**src/hw/rtl/owb_pkg.sv**
```systemverilog
`timescale 1ns / 1ps

package owb_pkg;

   localparam int TIMER_BITS = 16;
   localparam int REG_BITS = 16;
   localparam int READ_LOW_TICKS = 1;
   localparam int BYTE_BITS = 8;
   localparam int COUNT_BITS = 4;
   localparam int CSR_INDEX_BITS = 3;

   typedef enum logic [1:0] {
      OP_NONE  = 2'd0,
      OP_RESET = 2'd1,
      OP_WRITE = 2'd2,
      OP_READ  = 2'd3
   } owb_op_type;

   typedef enum logic [3:0] {
      PHASE_IDLE      = 4'd0,
      PHASE_RST_LOW   = 4'd1,
      PHASE_PRES_WAIT = 4'd2,
      PHASE_PRES_WIN  = 4'd3,
      PHASE_W_LOW     = 4'd4,
      PHASE_W_HIGH    = 4'd5,
      PHASE_R_LOW     = 4'd6,
      PHASE_R_SAMPLE  = 4'd7,
      PHASE_R_TAIL    = 4'd8
   } owb_phase_type;

   typedef enum logic [CSR_INDEX_BITS-1:0] {
      CSR_RESET_LOW     = 3'd0,
      CSR_PRESENCE_WAIT = 3'd1,
      CSR_PRESENCE_WIN  = 3'd2,
      CSR_WRITE_ZERO    = 3'd3,
      CSR_WRITE_ONE_LOW = 3'd4,
      CSR_WRITE_ONE_HI  = 3'd5,
      CSR_READ_SAMPLE   = 3'd6,
      CSR_READ_TAIL     = 3'd7
   } owb_csr_index_type;

   localparam logic [REG_BITS-1:0] RESET_LOW_DEFAULT      = 16'd497;
   localparam logic [REG_BITS-1:0] PRESENCE_WAIT_DEFAULT  = 16'd61;
   localparam logic [REG_BITS-1:0] PRESENCE_WIN_DEFAULT   = 16'd489;
   localparam logic [REG_BITS-1:0] WRITE_ZERO_DEFAULT     = 16'd81;
   localparam logic [REG_BITS-1:0] WRITE_ONE_LOW_DEFAULT  = 16'd10;
   localparam logic [REG_BITS-1:0] WRITE_ONE_HIGH_DEFAULT = 16'd81;
   localparam logic [REG_BITS-1:0] READ_SAMPLE_DEFAULT    = 16'd10;
   localparam logic [REG_BITS-1:0] READ_TAIL_DEFAULT      = 16'd61;

   typedef struct packed {
      logic [REG_BITS-1:0] reset_low_ticks;
      logic [REG_BITS-1:0] presence_wait_ticks;
      logic [REG_BITS-1:0] presence_window_ticks;
      logic [REG_BITS-1:0] write_zero_low_ticks;
      logic [REG_BITS-1:0] write_one_low_ticks;
      logic [REG_BITS-1:0] write_one_high_ticks;
      logic [REG_BITS-1:0] read_sample_ticks;
      logic [REG_BITS-1:0] read_tail_ticks;
   } owb_timing_type;

   typedef struct packed {
      owb_op_type           opcode;
      logic [BYTE_BITS-1:0] write_data;
      logic                 line_level;
      logic                 tick;
   } owb_req_type;

   typedef struct packed {
      logic                 drive_low;
      logic                 busy_res;
      logic                 done_res;
      logic [BYTE_BITS-1:0] read_byte;
      logic                 presence;
      logic                 rejected;
   } owb_rsp_type;

endpackage

```
**src/hw/rtl/owb_csr.sv**
```systemverilog
`timescale 1ns / 1ps

module owb_csr (
   input  logic                                     clock,
   input  logic                                     reset,
   input  logic                                     csr_write_en,
   input  logic [owb_pkg::CSR_INDEX_BITS-1:0]       csr_index,
   input  logic [owb_pkg::REG_BITS-1:0]             csr_write_data,
   output owb_pkg::owb_timing_type                  timing
);

   owb_pkg::owb_timing_type timing_ff;
   owb_pkg::owb_timing_type timing_in;

   always_comb begin
      timing_in = timing_ff;
      if (csr_write_en) begin
         case (owb_pkg::owb_csr_index_type'(csr_index))
            owb_pkg::CSR_RESET_LOW:     timing_in.reset_low_ticks = csr_write_data;
            owb_pkg::CSR_PRESENCE_WAIT: timing_in.presence_wait_ticks = csr_write_data;
            owb_pkg::CSR_PRESENCE_WIN:  timing_in.presence_window_ticks = csr_write_data;
            owb_pkg::CSR_WRITE_ZERO:    timing_in.write_zero_low_ticks = csr_write_data;
            owb_pkg::CSR_WRITE_ONE_LOW: timing_in.write_one_low_ticks = csr_write_data;
            owb_pkg::CSR_WRITE_ONE_HI:  timing_in.write_one_high_ticks = csr_write_data;
            owb_pkg::CSR_READ_SAMPLE:   timing_in.read_sample_ticks = csr_write_data;
            owb_pkg::CSR_READ_TAIL:     timing_in.read_tail_ticks = csr_write_data;
            default:                    timing_in = timing_ff;
         endcase
      end
   end

   always_ff @(posedge clock) begin
      if (reset) begin
         timing_ff.reset_low_ticks       <= owb_pkg::RESET_LOW_DEFAULT;
         timing_ff.presence_wait_ticks   <= owb_pkg::PRESENCE_WAIT_DEFAULT;
         timing_ff.presence_window_ticks <= owb_pkg::PRESENCE_WIN_DEFAULT;
         timing_ff.write_zero_low_ticks  <= owb_pkg::WRITE_ZERO_DEFAULT;
         timing_ff.write_one_low_ticks   <= owb_pkg::WRITE_ONE_LOW_DEFAULT;
         timing_ff.write_one_high_ticks  <= owb_pkg::WRITE_ONE_HIGH_DEFAULT;
         timing_ff.read_sample_ticks     <= owb_pkg::READ_SAMPLE_DEFAULT;
         timing_ff.read_tail_ticks       <= owb_pkg::READ_TAIL_DEFAULT;
      end else begin
         timing_ff <= timing_in;
      end
   end

   assign timing = timing_ff;

endmodule

```
**src/hw/rtl/owb_core.sv**
```systemverilog
`timescale 1ns / 1ps

module owb_core (
   input  logic                    clock,
   input  logic                    reset,
   input  logic                    step,
   input  owb_pkg::owb_req_type    req,
   input  owb_pkg::owb_timing_type timing,
   output owb_pkg::owb_rsp_type    rsp
);

   localparam int TB = owb_pkg::TIMER_BITS;
   localparam int BB = owb_pkg::BYTE_BITS;
   localparam int CB = owb_pkg::COUNT_BITS;
   localparam logic [TB-1:0] READ_LOW = TB'(owb_pkg::READ_LOW_TICKS);
   localparam logic [TB-1:0] ONE_TICK = TB'(1);
   localparam logic [CB-1:0] FULL_BYTE = CB'(BB);

   owb_pkg::owb_phase_type phase_ff, phase_in;
   logic [TB-1:0]          timer_ff, timer_in;
   logic [BB-1:0]          shift_ff, shift_in;
   logic [CB-1:0]          bits_ff, bits_in;
   owb_pkg::owb_op_type    kind_ff, kind_in;
   logic                   pres_ff, pres_in;
   logic                   done_in;
   logic                   rej_in;
   logic                   timer_out;
   logic                   last_bit;

   assign timer_out = (timer_ff[TB-1:1] == '0);
   assign last_bit = (bits_ff <= CB'(1));

   // Next-state logic: one item is one clock of the bus master.
   always_comb begin
      phase_in = phase_ff;
      timer_in = timer_ff;
      shift_in = shift_ff;
      bits_in  = bits_ff;
      kind_in  = kind_ff;
      pres_in  = pres_ff;
      done_in  = 1'b0;
      rej_in   = 1'b0;
      if (phase_ff == owb_pkg::PHASE_IDLE) begin
         case (req.opcode)
            owb_pkg::OP_RESET: begin
               kind_in  = req.opcode;
               pres_in  = 1'b0;
               phase_in = owb_pkg::PHASE_RST_LOW;
               timer_in = TB'(timing.reset_low_ticks);
            end
            owb_pkg::OP_WRITE: begin
               kind_in  = req.opcode;
               shift_in = req.write_data;
               bits_in  = FULL_BYTE;
               phase_in = owb_pkg::PHASE_W_LOW;
               timer_in = req.write_data[0] ? TB'(timing.write_one_low_ticks)
                                            : TB'(timing.write_zero_low_ticks);
            end
            owb_pkg::OP_READ: begin
               kind_in  = req.opcode;
               shift_in = '0;
               bits_in  = FULL_BYTE;
               phase_in = owb_pkg::PHASE_R_LOW;
               timer_in = READ_LOW;
            end
            default: phase_in = owb_pkg::PHASE_IDLE;
         endcase
      end else begin
         rej_in = (req.opcode != owb_pkg::OP_NONE);
         if (phase_ff == owb_pkg::PHASE_PRES_WIN && !req.line_level) begin
            pres_in = 1'b1;
         end
         if (req.tick && !timer_out) begin
            timer_in = timer_ff - ONE_TICK;
         end else if (req.tick) begin
            case (phase_ff)
               owb_pkg::PHASE_RST_LOW: begin
                  phase_in = owb_pkg::PHASE_PRES_WAIT;
                  timer_in = TB'(timing.presence_wait_ticks);
               end
               owb_pkg::PHASE_PRES_WAIT: begin
                  phase_in = owb_pkg::PHASE_PRES_WIN;
                  timer_in = TB'(timing.presence_window_ticks);
               end
               owb_pkg::PHASE_PRES_WIN: begin
                  phase_in = owb_pkg::PHASE_IDLE;
                  timer_in = '0;
                  done_in  = 1'b1;
               end
               owb_pkg::PHASE_W_LOW: begin
                  // A zero slot recovers for a single released tick.
                  phase_in = owb_pkg::PHASE_W_HIGH;
                  timer_in = shift_ff[0] ? TB'(timing.write_one_high_ticks) : ONE_TICK;
               end
               owb_pkg::PHASE_W_HIGH: begin
                  shift_in = {1'b0, shift_ff[BB-1:1]};
                  if (last_bit) begin
                     bits_in  = '0;
                     phase_in = owb_pkg::PHASE_IDLE;
                     timer_in = '0;
                     done_in  = 1'b1;
                  end else begin
                     bits_in  = bits_ff - CB'(1);
                     phase_in = owb_pkg::PHASE_W_LOW;
                     timer_in = shift_ff[1] ? TB'(timing.write_one_low_ticks)
                                            : TB'(timing.write_zero_low_ticks);
                  end
               end
               owb_pkg::PHASE_R_LOW: begin
                  phase_in = owb_pkg::PHASE_R_SAMPLE;
                  timer_in = TB'(timing.read_sample_ticks);
               end
               owb_pkg::PHASE_R_SAMPLE: begin
                  shift_in = {req.line_level, shift_ff[BB-1:1]};
                  phase_in = owb_pkg::PHASE_R_TAIL;
                  timer_in = TB'(timing.read_tail_ticks);
               end
               owb_pkg::PHASE_R_TAIL: begin
                  if (last_bit) begin
                     bits_in  = '0;
                     phase_in = owb_pkg::PHASE_IDLE;
                     timer_in = '0;
                     done_in  = 1'b1;
                  end else begin
                     bits_in  = bits_ff - CB'(1);
                     phase_in = owb_pkg::PHASE_R_LOW;
                     timer_in = READ_LOW;
                  end
               end
               default: begin
                  phase_in = owb_pkg::PHASE_IDLE;
                  timer_in = '0;
               end
            endcase
         end
      end
   end

   // Result fields reflect the state after this item's update.
   always_comb begin
      rsp.drive_low = (phase_in == owb_pkg::PHASE_RST_LOW) ||
                      (phase_in == owb_pkg::PHASE_W_LOW) ||
                      (phase_in == owb_pkg::PHASE_R_LOW);
      rsp.busy_res  = (phase_in != owb_pkg::PHASE_IDLE);
      rsp.done_res  = done_in;
      rsp.read_byte = (phase_in == owb_pkg::PHASE_IDLE && kind_in == owb_pkg::OP_READ)
                      ? shift_in : '0;
      rsp.presence  = pres_in;
      rsp.rejected  = rej_in;
   end

   always_ff @(posedge clock) begin
      if (reset) begin
         phase_ff <= owb_pkg::PHASE_IDLE;
         timer_ff <= '0;
         shift_ff <= '0;
         bits_ff  <= '0;
         kind_ff  <= owb_pkg::OP_NONE;
         pres_ff  <= 1'b0;
      end else if (step) begin
         phase_ff <= phase_in;
         timer_ff <= timer_in;
         shift_ff <= shift_in;
         bits_ff  <= bits_in;
         kind_ff  <= kind_in;
         pres_ff  <= pres_in;
      end
   end

   a_bits_range: assert property (@(posedge clock) disable iff (reset)
      bits_ff <= FULL_BYTE)
      else $error("bit count out of range");

   a_reject_only_busy: assert property (@(posedge clock) disable iff (reset)
      step && rej_in |-> phase_ff != owb_pkg::PHASE_IDLE)
      else $error("command rejected while idle");

   a_idle_timer: assert property (@(posedge clock) disable iff (reset)
      step && done_in |=> timer_ff == '0 && phase_ff == owb_pkg::PHASE_IDLE)
      else $error("finished operation left timer or phase set");

endmodule

```
**src/hw/rtl/one_wire_bus_master.sv**
```systemverilog
`timescale 1ns / 1ps

// Channel   Direction  Ports                               Payload
// request   in         req_valid, req_stall, req_data      owb_req_type
// response  out        rsp_valid, rsp_stall, rsp_data      owb_rsp_type
// config    in         csr_write_en, csr_index, csr_write_data  (write only)
//
// Each item is one clock of the bus master and yields one result item.
// An item is held in the input register, and the core updates its state
// on the way to the result register. One item a cycle is taken while the
// response side does not stall; a stall holds the result register and the
// input register. Reset is synchronous, loading the default timings at once.

module one_wire_bus_master (
   input  logic                               clock,
   input  logic                               reset,
   input  logic                               req_valid,
   output logic                               req_stall,
   input  owb_pkg::owb_req_type               req_data,
   output logic                               rsp_valid,
   input  logic                               rsp_stall,
   output owb_pkg::owb_rsp_type               rsp_data,
   input  logic                               csr_write_en,
   input  logic [owb_pkg::CSR_INDEX_BITS-1:0] csr_index,
   input  logic [owb_pkg::REG_BITS-1:0]       csr_write_data
);

   owb_pkg::owb_timing_type timing;
   owb_pkg::owb_rsp_type    core_rsp;

   logic                 in_valid_ff, in_valid_in;
   owb_pkg::owb_req_type in_data_ff;
   logic                 out_valid_ff, out_valid_in;
   owb_pkg::owb_rsp_type out_data_ff;
   logic                 advance;
   logic                 req_accept;

   // The core steps when it holds an item and the result register is free or being emptied.
   assign advance    = in_valid_ff && (!out_valid_ff || !rsp_stall);
   assign req_stall  = in_valid_ff && !advance;
   assign req_accept = req_valid && !req_stall;

   assign in_valid_in  = req_accept || (in_valid_ff && !advance);
   assign out_valid_in = advance || (out_valid_ff && rsp_stall);

   owb_csr u_csr (
      .clock          (clock),
      .reset          (reset),
      .csr_write_en   (csr_write_en),
      .csr_index      (csr_index),
      .csr_write_data (csr_write_data),
      .timing         (timing)
   );

   owb_core u_core (
      .clock  (clock),
      .reset  (reset),
      .step   (advance),
      .req    (in_data_ff),
      .timing (timing),
      .rsp    (core_rsp)
   );

   always_ff @(posedge clock) begin
      if (reset) begin
         in_valid_ff  <= 1'b0;
         out_valid_ff <= 1'b0;
      end else begin
         in_valid_ff  <= in_valid_in;
         out_valid_ff <= out_valid_in;
      end
   end

   always_ff @(posedge clock) begin
      if (req_accept) begin
         in_data_ff <= req_data;
      end
      if (advance) begin
         out_data_ff <= core_rsp;
      end
   end

   assign rsp_valid = out_valid_ff;
   assign rsp_data  = out_data_ff;

   a_hold_input: assert property (@(posedge clock) disable iff (reset)
      in_valid_ff && !advance |=> in_valid_ff && $stable(in_data_ff))
      else $error("input item lost while the core was held");

   a_done_not_busy: assert property (@(posedge clock) disable iff (reset)
      out_valid_ff && out_data_ff.done_res |-> !out_data_ff.busy_res)
      else $error("finish pulse while still busy");

   a_byte_only_idle: assert property (@(posedge clock) disable iff (reset)
      out_valid_ff && out_data_ff.read_byte != '0 |-> !out_data_ff.busy_res)
      else $error("read byte shown during an operation");

endmodule

```
**config.mk**
```make
export PLATFORM = sky130hd
export DESIGN_NAME = one_wire_bus_master
export DESIGN_NICKNAME = d
export VERILOG_FILES = /design/src/hw/rtl/owb_pkg.sv /design/src/hw/rtl/owb_csr.sv /design/src/hw/rtl/owb_core.sv /design/src/hw/rtl/one_wire_bus_master.sv
export SDC_FILE = /design/constraint.sdc
export NUM_CORES = 1
export LEC_CHECK = 0
export ABC_AREA = 1
export BUFFER_PORTS_ARGS = -buffer_cell sky130_fd_sc_hd__buf_2
export CORE_ASPECT_RATIO = 0.5
export CORE_MARGIN = 8
export CORE_UTILIZATION = 40
export DETAILED_ROUTE_END_ITERATION = 10
export PLACE_DENSITY = 0.59
export SYNTH_ARGS = -nofsm -noshare
export SYNTH_HDL_FRONTEND = slang
export SYNTH_SLANG_ARGS = --single-unit
```
**constraint.sdc**
```tcl
create_clock -name clock -period 1.94 [get_ports clock]
set_input_delay 0.388 -clock clock [delete_from_list [all_inputs] [get_ports clock]]
set_output_delay 0.388 -clock clock [all_outputs]
set_load 0.005 [all_outputs]
```
==> metrics.md, run 1 <==
| Metric | Value |
|---|---|
| Status | finished, final reports clean |
| Die W | 229.2 um |
| I/O pin cnt | 51 |
| Final setup violation count | 0 |
| Post-synth net total | 1,350 |
| Total of warnings raised by yosys | 0 |
| Slew margin rel. | 52.61% |
| Clock Sink Count | 190 |
| Placed cell count | 1,644 |
| Leak Pwr | 4.839 nW |
| Switching share of power | 29.77% |
| Cts hold-fix bufs | 0 |
| Clk pwr share | 38.7% |
| Worst skew pair latency | 0.46 ns |
| Switching power | 2.867 mW |
| Initial Util | 40.34% |
| WP data required | 2.29 ns |
| Hold WS | 0.1057 ns |
| Syn Area/Cell | 6.936 sq um |
| Flop pwr share | 44.5% |
| Residual DRC count | 0 |
| Compound-cell area share of the yosys netlist | 19.03% |
| Max Cap Viol | 0 |
| Routed WL per cell | 16.69 um |
| Final hold vios | 0 |
| Largest family of logic cells by synthesized area | simple AND/OR/NAND/NOR gates |
| Critical Path Start Type | register |
| Peak supply drop | 0.6953 mV |
| Antenna viol nets, final | 0 |
| Global-route wire length before repair | 44,100 um |
| Flops & latches, synth | 190 |
| Most frequent cell after synthesis | nand2_1 |
| Cells after Synth | 1,311 |
| Share of layout cells above drive strength 1 | 15.46% |
| Adder-cell area share of the yosys netlist | 0.4128% |
| Die Y | 122.6 um |
| H-tree Lvls | 4 |
| CTS clk-pin slew, worst paths | 0.08 ns |
| Logic pwr share | 16.8% |
| CP arrival | 2.21 ns |
| Max Freq | 539.0 MHz |
| Yosys top cell area share | 36.32% |
| RSZ-0062 raised after global routing | yes |
| Setup Skew | 0.01214 ns |
| Fin cells | 1,686 |
| CTS Buf Count | 17 |
| GRT Total Usage | 19.74% |
| Cell variety after synth | 38 |
| Drt via density | 5.213 |
| Pins over their slew limit | 0 |
| Post-Synth Simple-Gate Area | 26.95% |
| Number of global-route vias before repair | 8,083 |
| Setup_tns | 0 ns |
| Routability cong. | 0.8739 |
| Final core area utilization | 47.71% |
| Crit-path max FO | 5 |
| Synth top cells by count | nand2_1 (282), nor2_1 (227), o21ai_0 (167) |
| HP Start | req_data[2] |
| Leading post-synthesis cells by cell area | dfxtp_1 (36%), nand2_1 (12%), nor2_1 (9.4%) |
| Worst hold path type | primary input to register |
| Final WL | 28,140 um |
| Largest net degree at the start of global routing | 76 |
| Fin crit period | 1.855 ns |
| Most used DFF post-synth | dfxtp_1 |
| Fillers | 2,294 |
| Gr ovfl total | 0 |
| Critical Path Source | u_core.phase_ff[1] |
| Deepest clock path buffer count | 2 |
| Internal power | 6.763 mW |
| Core Area | 22,540 sq um |
| Final period util | 95.64% |
| Cell accounting for the most synthesized area | dfxtp_1 |
| Worst r2r src | u_core.phase_ff[1] |
| Critical path class | register to register |
| Post-synthesis mux area share | 0% |
| Port bufs | 50 |
| First-pass DRT Iterations | 7 |
| Nets@finish | 1,404 |
| Die Area | 28,110 sq um |
| Asr flop ratio synth | 0% |
| Storage element area | 4059 sq um |
| CP Capture Type | register |
| CTS Root Cell | clkbuf_16 |
| Hpwl dp | 19,020 um |
| Row Count | 39 |
| Initial DRC Count | 972 |
| Worst Max-Slew Pin Slew | 0.7100 ns |
| Mapped cell area | 9094 sq um |
| Vias | 8,789 |
| Post-Synth XOR/XNOR Area | 0.2889% |
| Pwr Density | 895.3 nW/um^2 |
| Sequential area share after synthesis | 44.58% |
| Synth-to-layout area growth | 18.27% |
| EDFF count, synth | 25 |
| Clock tree from TritonCTS | done |
| Multi-input gate area | 4403 sq um |
| Initial antenna violation count | 1 |
## state kept, by name (all words and copies together), names as in the netlist
signal	cells
rsp_valid	1
rsp_data	13
u_core.pres_ff	1
u_core.kind_ff	2
u_core.bits_ff	4
in_valid_ff	1
u_core.shift_ff	8
in_data_ff	12
u_core.timer_ff	16
u_csr.timing	128
u_core.phase_ff	4
## area by class of cell
cell class / count / area share (%)
timing repair buffer: 108 / 7.376
clock buffer: 20 / 4.339
timing repair inverter: 1 / 0.06980
clock inverter: 12 / 1.396
tap: 307 / 3.571
inverter: 127 / 4.549
sequential: 190 / 37.74
antenna: 1 / 0.02327
multi-input combinational: 920 / 40.94
## critical path, stage by stage, from the launching register on
cell	delay (ns)
dfxtp_1	0.33
buf_4	0.15
nand2_1	0.06
inv_1	0.05
nand2_2	0.19
clkinvlp_4	0.22
buf_4	0.18
nand2_1	0.05
nand2_1	0.04
nor2_1	0.16
nand2_1	0.09
nand2_1	0.07
nand2_1	0.05
nand2_1	0.05
a21oi_1	0.05
## power by group through the flow
| stage | clock network, mW | logic [mW] | registers, mW |
|---|---|---|---|
| after floorplan | 0 | 1.00 | 4.35 |
| after global placement | 0 | 1.48 | 4.36 |
| after detailed placement | 0 | 1.50 | 4.37 |
| after CTS | 3.79 | 1.53 | 4.28 |
| after global routing | 3.93 | 1.80 | 4.31 |
| final | 3.73 | 1.61 | 4.29 |
## placed cells by master (no fill, tap or decap), types with 17 or more instances in the layout
master / n
edfxtp_1: 25
nand2_1: 275
buf_2: 50
clkbuf_16: 17
dfxtp_1: 163
nor2_1: 217
a21oi_1: 82
inv_1: 113
o21ai_0: 165
nand3_1: 56
buf_4: 48
## path summary, 6_finish.rpt
| kind | slack [ns] | end | cells after the start |
|---|---|---|---|
| worst max-delay path | 0.08 | u_core.timer_ff[6] | 14 |
| worst min-delay path | 0.11 | in_data_ff[2] | 1 |
| worst max register to register | 0.08 | u_core.timer_ff[6] | 14 |
| worst min register to register | 0.45 | u_csr.timing[102] | 2 |
## through the flow
stage / setup WS (ns) / cell area [sq um] / total power, mW
final: 0.08457 / 10760 / 9.629
after global placement: -0.1533 / 9894 / 5.845
after global routing: -0.02331 / 10760 / 10.04
after CTS: 0.01239 / 10560 / 9.600
after floorplan: 0.1114 / 9094 / 5.348
after detailed placement: -0.2219 / 9894 / 5.867
## kinds of logic (layout without fill, tap and decap cells)
kind of cell,Yosys count,after routing
simple gates,595,596
xor+xnor,3,3
buf+inv,202,268
fa+ha+maj,3,3
flops,190,190
other cells,0,1
compound gates,318,318
## per-layer routing
layer  GRT usage, %  up-vias  wire length, um
met5              0        -                0
met4          5.826        0              405
li1               -     4350                -
met3          4.799       30             2110
met2          29.38      275            12050
met1          28.13     4134            13580
## timing repair
action,in CTS,in global routing
resized for setup,13,39
cloned,0,2
pin swaps,4,14
setup endpoints to repair,32,28
buffers inserted,0,7
No activity file was read; power rests on OpenSTA's default activity.
==> run 2: changes to the inputs <==
Settings changed: RECOVER_POWER set to 100, SKIP_CTS_REPAIR_TIMING set to 1.
==> run 2 against run 1 <==
Compared with the run above:
- design area down 1.2%
- critical path depth down 1
- total power fell by 0.56%
- sequential power barely moved
- fmax is 1.4% lower
- sequential share of layout area grew 0.45 points
- critical path type unchanged
- largest cell class unchanged
==> metrics.md, run 2 (synthesis gave the netlist of run 1 again) <==
| Metric | Value |
|---|---|
| Status | finished, final reports clean (unchanged) |
| GRT Total Usage | 19.71% (was 19.74%) |
| Nets@finish | 1,400 (was 1,404) |
| Number of global-route vias before repair | 8,074 (was 8,083) |
| Residual DRC count | 0 (unchanged) |
| Final WL | 27,850 um (was 28,140 um) |
| H-tree Lvls | 4 (unchanged) |
| Multi-input gate area | 4368 sq um (was 4403 sq um) |
| Initial antenna violation count | 1 (unchanged) |
| Hold Path End | in_data_ff[1] (was in_data_ff[2]) |
| Antenna viol nets, final | 0 (unchanged) |
| Gr ovfl total | 0 (unchanged) |
| Commonest cells after routing, fill and taps aside | nand2_1 (277), nor2_1 (217), o21ai_0 (165), dfxtp_1 (163), inv_1 (113) (was nand2_1 (275), nor2_1 (217), o21ai_0 (165), dfxtp_1 (163), inv_1 (113)) |
| Die Area | 28,110 sq um (unchanged) |
| Final hold vios | 0 (unchanged) |
| CTS Root Cell | clkbuf_16 (unchanged) |
| R2r setup slk | 0.06 ns (was 0.08 ns) |
| Largest net degree at the start of global routing | 76 (unchanged) |
| Hold path depth | 1 (unchanged) |
| First-pass DRT Iterations | 6 (was 7) |
| RSZ-0062 raised after global routing | yes (unchanged) |
| Pins over their slew limit | 0 (unchanged) |
| Share of layout cells above drive strength 1 | 12.95% (was 15.46%) |
| Die W | 229.2 um (unchanged) |
| Fin worst setup slack | 0.05789 ns (was 0.08457 ns) |
| Final period util | 97.02% (was 95.64%) |
| Deepest clock path buffer count | 2 (unchanged) |
| Pre-CTS setup slack | -0.2219 ns (unchanged) |
| Crit-path max FO | 8 (was 5) |
| Storage element area | 4056 sq um (was 4059 sq um) |
| Critical Path Slowest Stage Cell | dfxtp_2 (was dfxtp_1) |
| Critical Path Start Type | register (unchanged) |
| Clock tree from TritonCTS | done (unchanged) |
| CP Capture Type | register (unchanged) |
| Max Freq | 531.3 MHz (was 539.0 MHz) |
| CP cell instances | inv_2, ha_4, inv_1, nand2_1, nand2_2, buf_6, a21oi_4, nand2_1, nand3_2, nand2_2, a21oi_4, nand3_4, nor2_1 (was buf_4, nand2_1, inv_1, nand2_2, clkinvlp_4, buf_4, nand2_1, nand2_1, nor2_1, nand2_1, nand2_1, nand2_1, nand2_1, a21oi_1) |
| Synth-to-layout area growth | 16.80% (was 18.27%) |
| Largest register FFs | 128 (unchanged) |
| CTS Buf Count | 17 (unchanged) |
| Global-route wire length before repair | 44,020 um (was 44,100 um) |
| Die Y | 122.6 um (unchanged) |
| Pwr Density | 901.5 nW/um^2 (was 895.3 nW/um^2) |
| HP Start | req_data[1] (was req_data[2]) |
| CP max stage delay | 0.34 ns (was 0.33 ns) |
| Setup Skew | 0.01407 ns (was 0.01214 ns) |
| Fin cells | 1,682 (was 1,686) |
| I/O pin cnt | 51 (unchanged) |
| Hpwl dp | 19,020 um (unchanged) |
| R2R Path End | rsp_data[5] (was u_core.timer_ff[6]) |
| Initial Util | 40.34% (unchanged) |
| Core Area | 22,540 sq um (unchanged) |
| Worst r2r src | u_core.bits_ff[0] (was u_core.phase_ff[1]) |
| Vias | 8,848 (was 8,789) |
| Peak supply drop | 0.6760 mV (was 0.6953 mV) |
| Slew margin rel. | 32.10% (was 52.61%) |
| Worst Max-Slew Pin Slew | 1.018 ns (was 0.7100 ns) |
| CTS clk-pin slew, worst paths | 0.07 ns (was 0.08 ns) |
| Final core area utilization | 47.11% (was 47.71%) |
| Drt via density | 5.260 (was 5.213) |
| Worst skew pair latency | 0.46 ns (about the same) |
| Routability cong. | 0.8739 (unchanged) |
| WP data required | 2.26 ns (was 2.29 ns) |
| Placed cell count | 1,644 (unchanged) |
| Worst hold path type | primary input to register (unchanged) |
| Critical path class | register to register (unchanged) |
| Fillers | 2,310 (was 2,294) |
| Initial DRC Count | 999 (was 972) |
| Commonest non-fill, non-tap cell in the layout | nand2_1 (unchanged) |
| Row Count | 39 (unchanged) |
| CP arrival | 2.20 ns (was 2.21 ns) |
| Routed WL per cell | 16.56 um (was 16.69 um) |
| Port bufs | 50 (unchanged) |
| Final setup violation count | 0 (unchanged) |
| Leak Pwr | 4.732 nW (was 4.839 nW) |
| Clock Sink Count | 190 (unchanged) |
| Fin crit period | 1.882 ns (was 1.855 ns) |
| R2R cell count | 13 (was 14) |
| Max Cap Viol | 0 (unchanged) |
==> run 2: changes by cell type in the layout (fill, tap and decap cells not counted), sizes merged <==
cell,before,now
buf,108,78
clkbuf,20,47
nor2,241,240
==> run 2: critical path: cells and delay by family (launching register included) <==
kind,cells,cell delay [ns]
AO/OA/AOI/OAI,2,0.34
adder cells (fa/ha/maj),1,0.13
buffers and inverters,3,0.25
flip-flops,1,0.34
AND/OR/NAND/NOR,7,0.68
==> run 2: layout make-up <==
type / instances / share of cell area, %
multi-input combinational: 919 / 41.12
sequential: 190 / 38.19
timing repair buffer: 105 / 6.585
timing repair inverter: 1 / 0.07068
inverter: 127 / 4.582
clock inverter: 12 / 1.414
tap: 307 / 3.616
clock buffer: 20 / 4.394
antenna: 1 / 0.02356
==> run 2: per-layer routing <==
layer  vias up  global-route usage (%)  routed length (um)
li1       4344                       -                   -
met1      4135                   28.10               13330
met2       340                   29.27               11890
met3        29                   4.799                2270
met4         0                   5.826                 364
met5         -                       0                   0
==> run 2: metrics by stage <==
stage,power (mW),hold WS [ns],setup TNS [ns],area [sq um]
2_1_floorplan,5.348,0.4236,0,9094
3_3_place_gp,5.845,0.4317,-1.871,9894
3_5_place_dp,5.867,0.4381,-3.442,9894
4_1_cts,9.575,0.08852,-3.912,10510
5_1_grt,9.992,0.09143,-0.5662,10620
6_report,9.575,0.1043,0,10620
==> run 2: worst max path at each step <==
stage                                  start          end  slack (ns)  depth (start not counted)
final                      u_core.bits_ff[0]  rsp_data[5]        0.06                         13
after global routing       u_core.bits_ff[0]  rsp_data[9]       -0.07                         13
after CTS                 u_core.phase_ff[3]  rsp_data[2]       -0.24                          9
after detailed placement  u_core.phase_ff[3]  rsp_data[2]       -0.22                          9
after global placement    u_core.phase_ff[3]  rsp_data[3]       -0.15                          9
after floorplan                    rsp_stall  rsp_data[0]        0.11                          5
==> run 2: where the power goes <==
group	internal [mW]	leakage [nW]	switching, mW	total [mW]
sequential	4.17	1.58	0.112	4.28
combinational	0.529	2.85	1.04	1.57
clock	2.04	0.303	1.69	3.72
total	6.74	4.73	2.84	9.58
==> run 3: changes to the inputs <==
Settings changed: CTS_BUF_LIST set to sky130_fd_sc_hd__clkbuf_16.
==> run 3 against run 2 <==
Compared with the run above:
- register-to-register slack about the same
- via count down 1.1%
- die area unchanged
- largest power group unchanged
==> metrics.md, run 3 (synthesis gave the netlist of run 1 again) <==
| Metric | Value |
|---|---|
| Die Y | 122.6 um (unchanged) |
| Synth-to-layout area growth | 16.57% (was 16.80%) |
| Largest register FFs | 128 (unchanged) |
| Commonest cells after routing, fill and taps aside | nand2_1 (277), nor2_1 (217), o21ai_0 (166), dfxtp_1 (163), inv_1 (113) (was nand2_1 (277), nor2_1 (217), o21ai_0 (165), dfxtp_1 (163), inv_1 (113)) |
| Core Area | 22,540 sq um (unchanged) |
| Worst skew pair latency | 0.46 ns (about the same) |
| GRT Total Usage | 19.68% (was 19.71%) |
| Logic pwr share | 16.6% (was 16.4%) |
| Nets@finish | 1,400 (unchanged) |
| I/O pin cnt | 51 (unchanged) |
| Setup_tns | 0 ns (unchanged) |
| CTS clk-pin slew, worst paths | 0.07 ns (about the same) |
| WP data required | 2.26 ns (about the same) |
| Die Area | 28,110 sq um (unchanged) |
| Total chip power | 9.457 mW (was 9.575 mW) |
| Pwr Density | 892.1 nW/um^2 (was 901.5 nW/um^2) |
| Flop pwr share | 45.3% (was 44.7%) |
| Initial Util | 40.34% (unchanged) |
| Final setup violation count | 0 (unchanged) |
| Number of global-route vias before repair | 8,088 (was 8,074) |
| Row Count | 39 (unchanged) |
| Max Cap Viol | 0 (unchanged) |
| Critical Path Start Type | register (unchanged) |
| Multi-input gate area | 4373 sq um (was 4368 sq um) |
| Residual DRC count | 0 (unchanged) |
| Clock Sink Count | 190 (unchanged) |
| Global-route wire length before repair | 43,980 um (was 44,020 um) |
| Slew margin rel. | 31.29% (was 32.10%) |
| Final hold vios | 0 (unchanged) |
| Most used routing layer | met2 (unchanged) |
| Leak Pwr | 4.718 nW (was 4.732 nW) |
| Final period util | 96.89% (was 97.02%) |
| Antenna viol nets, final | 0 (unchanged) |
| Routed WL per cell | 16.52 um (was 16.56 um) |
| CP arrival | 2.20 ns (about the same) |
| Switching share of power | 30.00% (was 29.64%) |
| Fin crit period | 1.880 ns (was 1.882 ns) |
| Clock tree from TritonCTS | done (unchanged) |
| Die W | 229.2 um (unchanged) |
| Critical path class | register to register (unchanged) |
| Initial antenna violation count | 1 (unchanged) |
| Share of layout cells above drive strength 1 | 12.74% (was 12.95%) |
| Max Freq | 532.0 MHz (was 531.3 MHz) |
| Switching power | 2.837 mW (was 2.838 mW) |
| Gr ovfl total | 0 (unchanged) |
| Routability cong. | 0.8739 (unchanged) |
| Deepest clock path buffer count | 2 (unchanged) |
| RSZ-0062 raised after global routing | yes (unchanged) |
| Fillers | 2,305 (was 2,310) |
| GR Util met2 | 29.36% (was 29.27%) |
| Initial DRC Count | 930 (was 999) |
| CP Capture Type | register (unchanged) |
| Commonest non-fill, non-tap cell in the layout | nand2_1 (unchanged) |
| Internal power | 6.619 mW (was 6.737 mW) |
| CTS Buf Count | 17 (unchanged) |
| Met1 Usage GRT | 27.76% (was 28.10%) |
| Crit-path max FO | 8 (unchanged) |
| Clk pwr share | 38.1% (was 38.9%) |
| First-pass DRT Iterations | 5 (was 6) |
| Worst Max-Slew Pin Slew | 1.031 ns (was 1.018 ns) |
| M3 GR Usage | 5.122% (was 4.799%) |
| Vias | 8,753 (was 8,848) |
| Setup Skew | 0.01036 ns (was 0.01407 ns) |
| H-tree Lvls | 4 (unchanged) |
| Status | finished, final reports clean (unchanged) |
| CTS Root Cell | clkbuf_16 (unchanged) |
| Storage element area | 4056 sq um (unchanged) |
| Drt via density | 5.204 (was 5.260) |
| Final WL | 27,780 um (was 27,850 um) |
| Worst hold path type | primary input to register (unchanged) |
| Pins over their slew limit | 0 (unchanged) |
| Largest net degree at the start of global routing | 76 (unchanged) |
| Port bufs | 50 (unchanged) |
| Peak supply drop | 0.6808 mV (was 0.6760 mV) |
| Hpwl dp | 19,020 um (unchanged) |
[run 3: cell types whose count changed in the layout (fill, tap and decap cells not counted), sizes merged]
cell    delta
clkinv     +3
clkbuf     -3
[run 3: per-layer routing]
metal  share of wire [%]  wire length (um)  up-vias
li1                    -                 -     4344
met1                  48             13450     4089
met2                  43             11830      289
met3                 7.6              2124       31
met4                 1.4               381        0
met5                   0                 0        -
[run 3: worst paths after layout]
kind,startpoint,end,slack [ns],cells after the start
setup reg to reg,u_core.bits_ff[0],rsp_data[2],0.06,13
hold reg to reg,u_csr.timing[102],u_csr.timing[102],0.45,2
hold / removal,req_data[1],in_data_ff[1],0.10,1
setup / recovery,u_core.bits_ff[0],rsp_data[2],0.06,13
[run 3: layout make-up]
type / instances / area share, %
timing repair inverter: 1 / 0.07082
clock buffer: 17 / 4.013
timing repair buffer: 105 / 6.634
sequential: 190 / 38.27
clock inverter: 15 / 1.523
tap: 307 / 3.624
multi-input combinational: 919 / 41.25
inverter: 127 / 4.592
antenna: 1 / 0.02361
[run 3: per-stage QoR]
step	util (%)	hold slack, ns	cell area (sq um)	std cells	setup WS, ns
final	47.02	0.1029	10600	1682	0.06038
after global routing	47.02	0.09143	10600	1682	-0.07426
after CTS	46.49	0.08852	10480	1676	-0.2391
after detailed placement	43.89	0.4381	9894	1644	-0.2219
after global placement	43.89	0.4317	9894	1644	-0.1533
after floorplan	-	0.4236	9094	1311	0.1114
[run 3: power by group through the flow]
stage | logic [mW] | registers [mW] | clock network (mW)
detailed placement | 1.50 | 4.37 | 0
global route | 1.76 | 4.30 | 3.81
global placement | 1.48 | 4.36 | 0
finish | 1.57 | 4.28 | 3.60
floorplan | 1.00 | 4.35 | 0
CTS | 1.51 | 4.28 | 3.66
[run 3: worst max-delay path, stage by stage, from the launching register on]
cell and delay, ns:
dfxtp_2 0.34, inv_2 0.08, ha_4 0.13, inv_1 0.03, nand2_1 0.07, nand2_2 0.07, buf_6 0.14, a21oi_4 0.14
nand2_1 0.08, nand3_2 0.08, nand2_2 0.09, a21oi_4 0.20, nand3_4 0.16, nor2_2 0.13
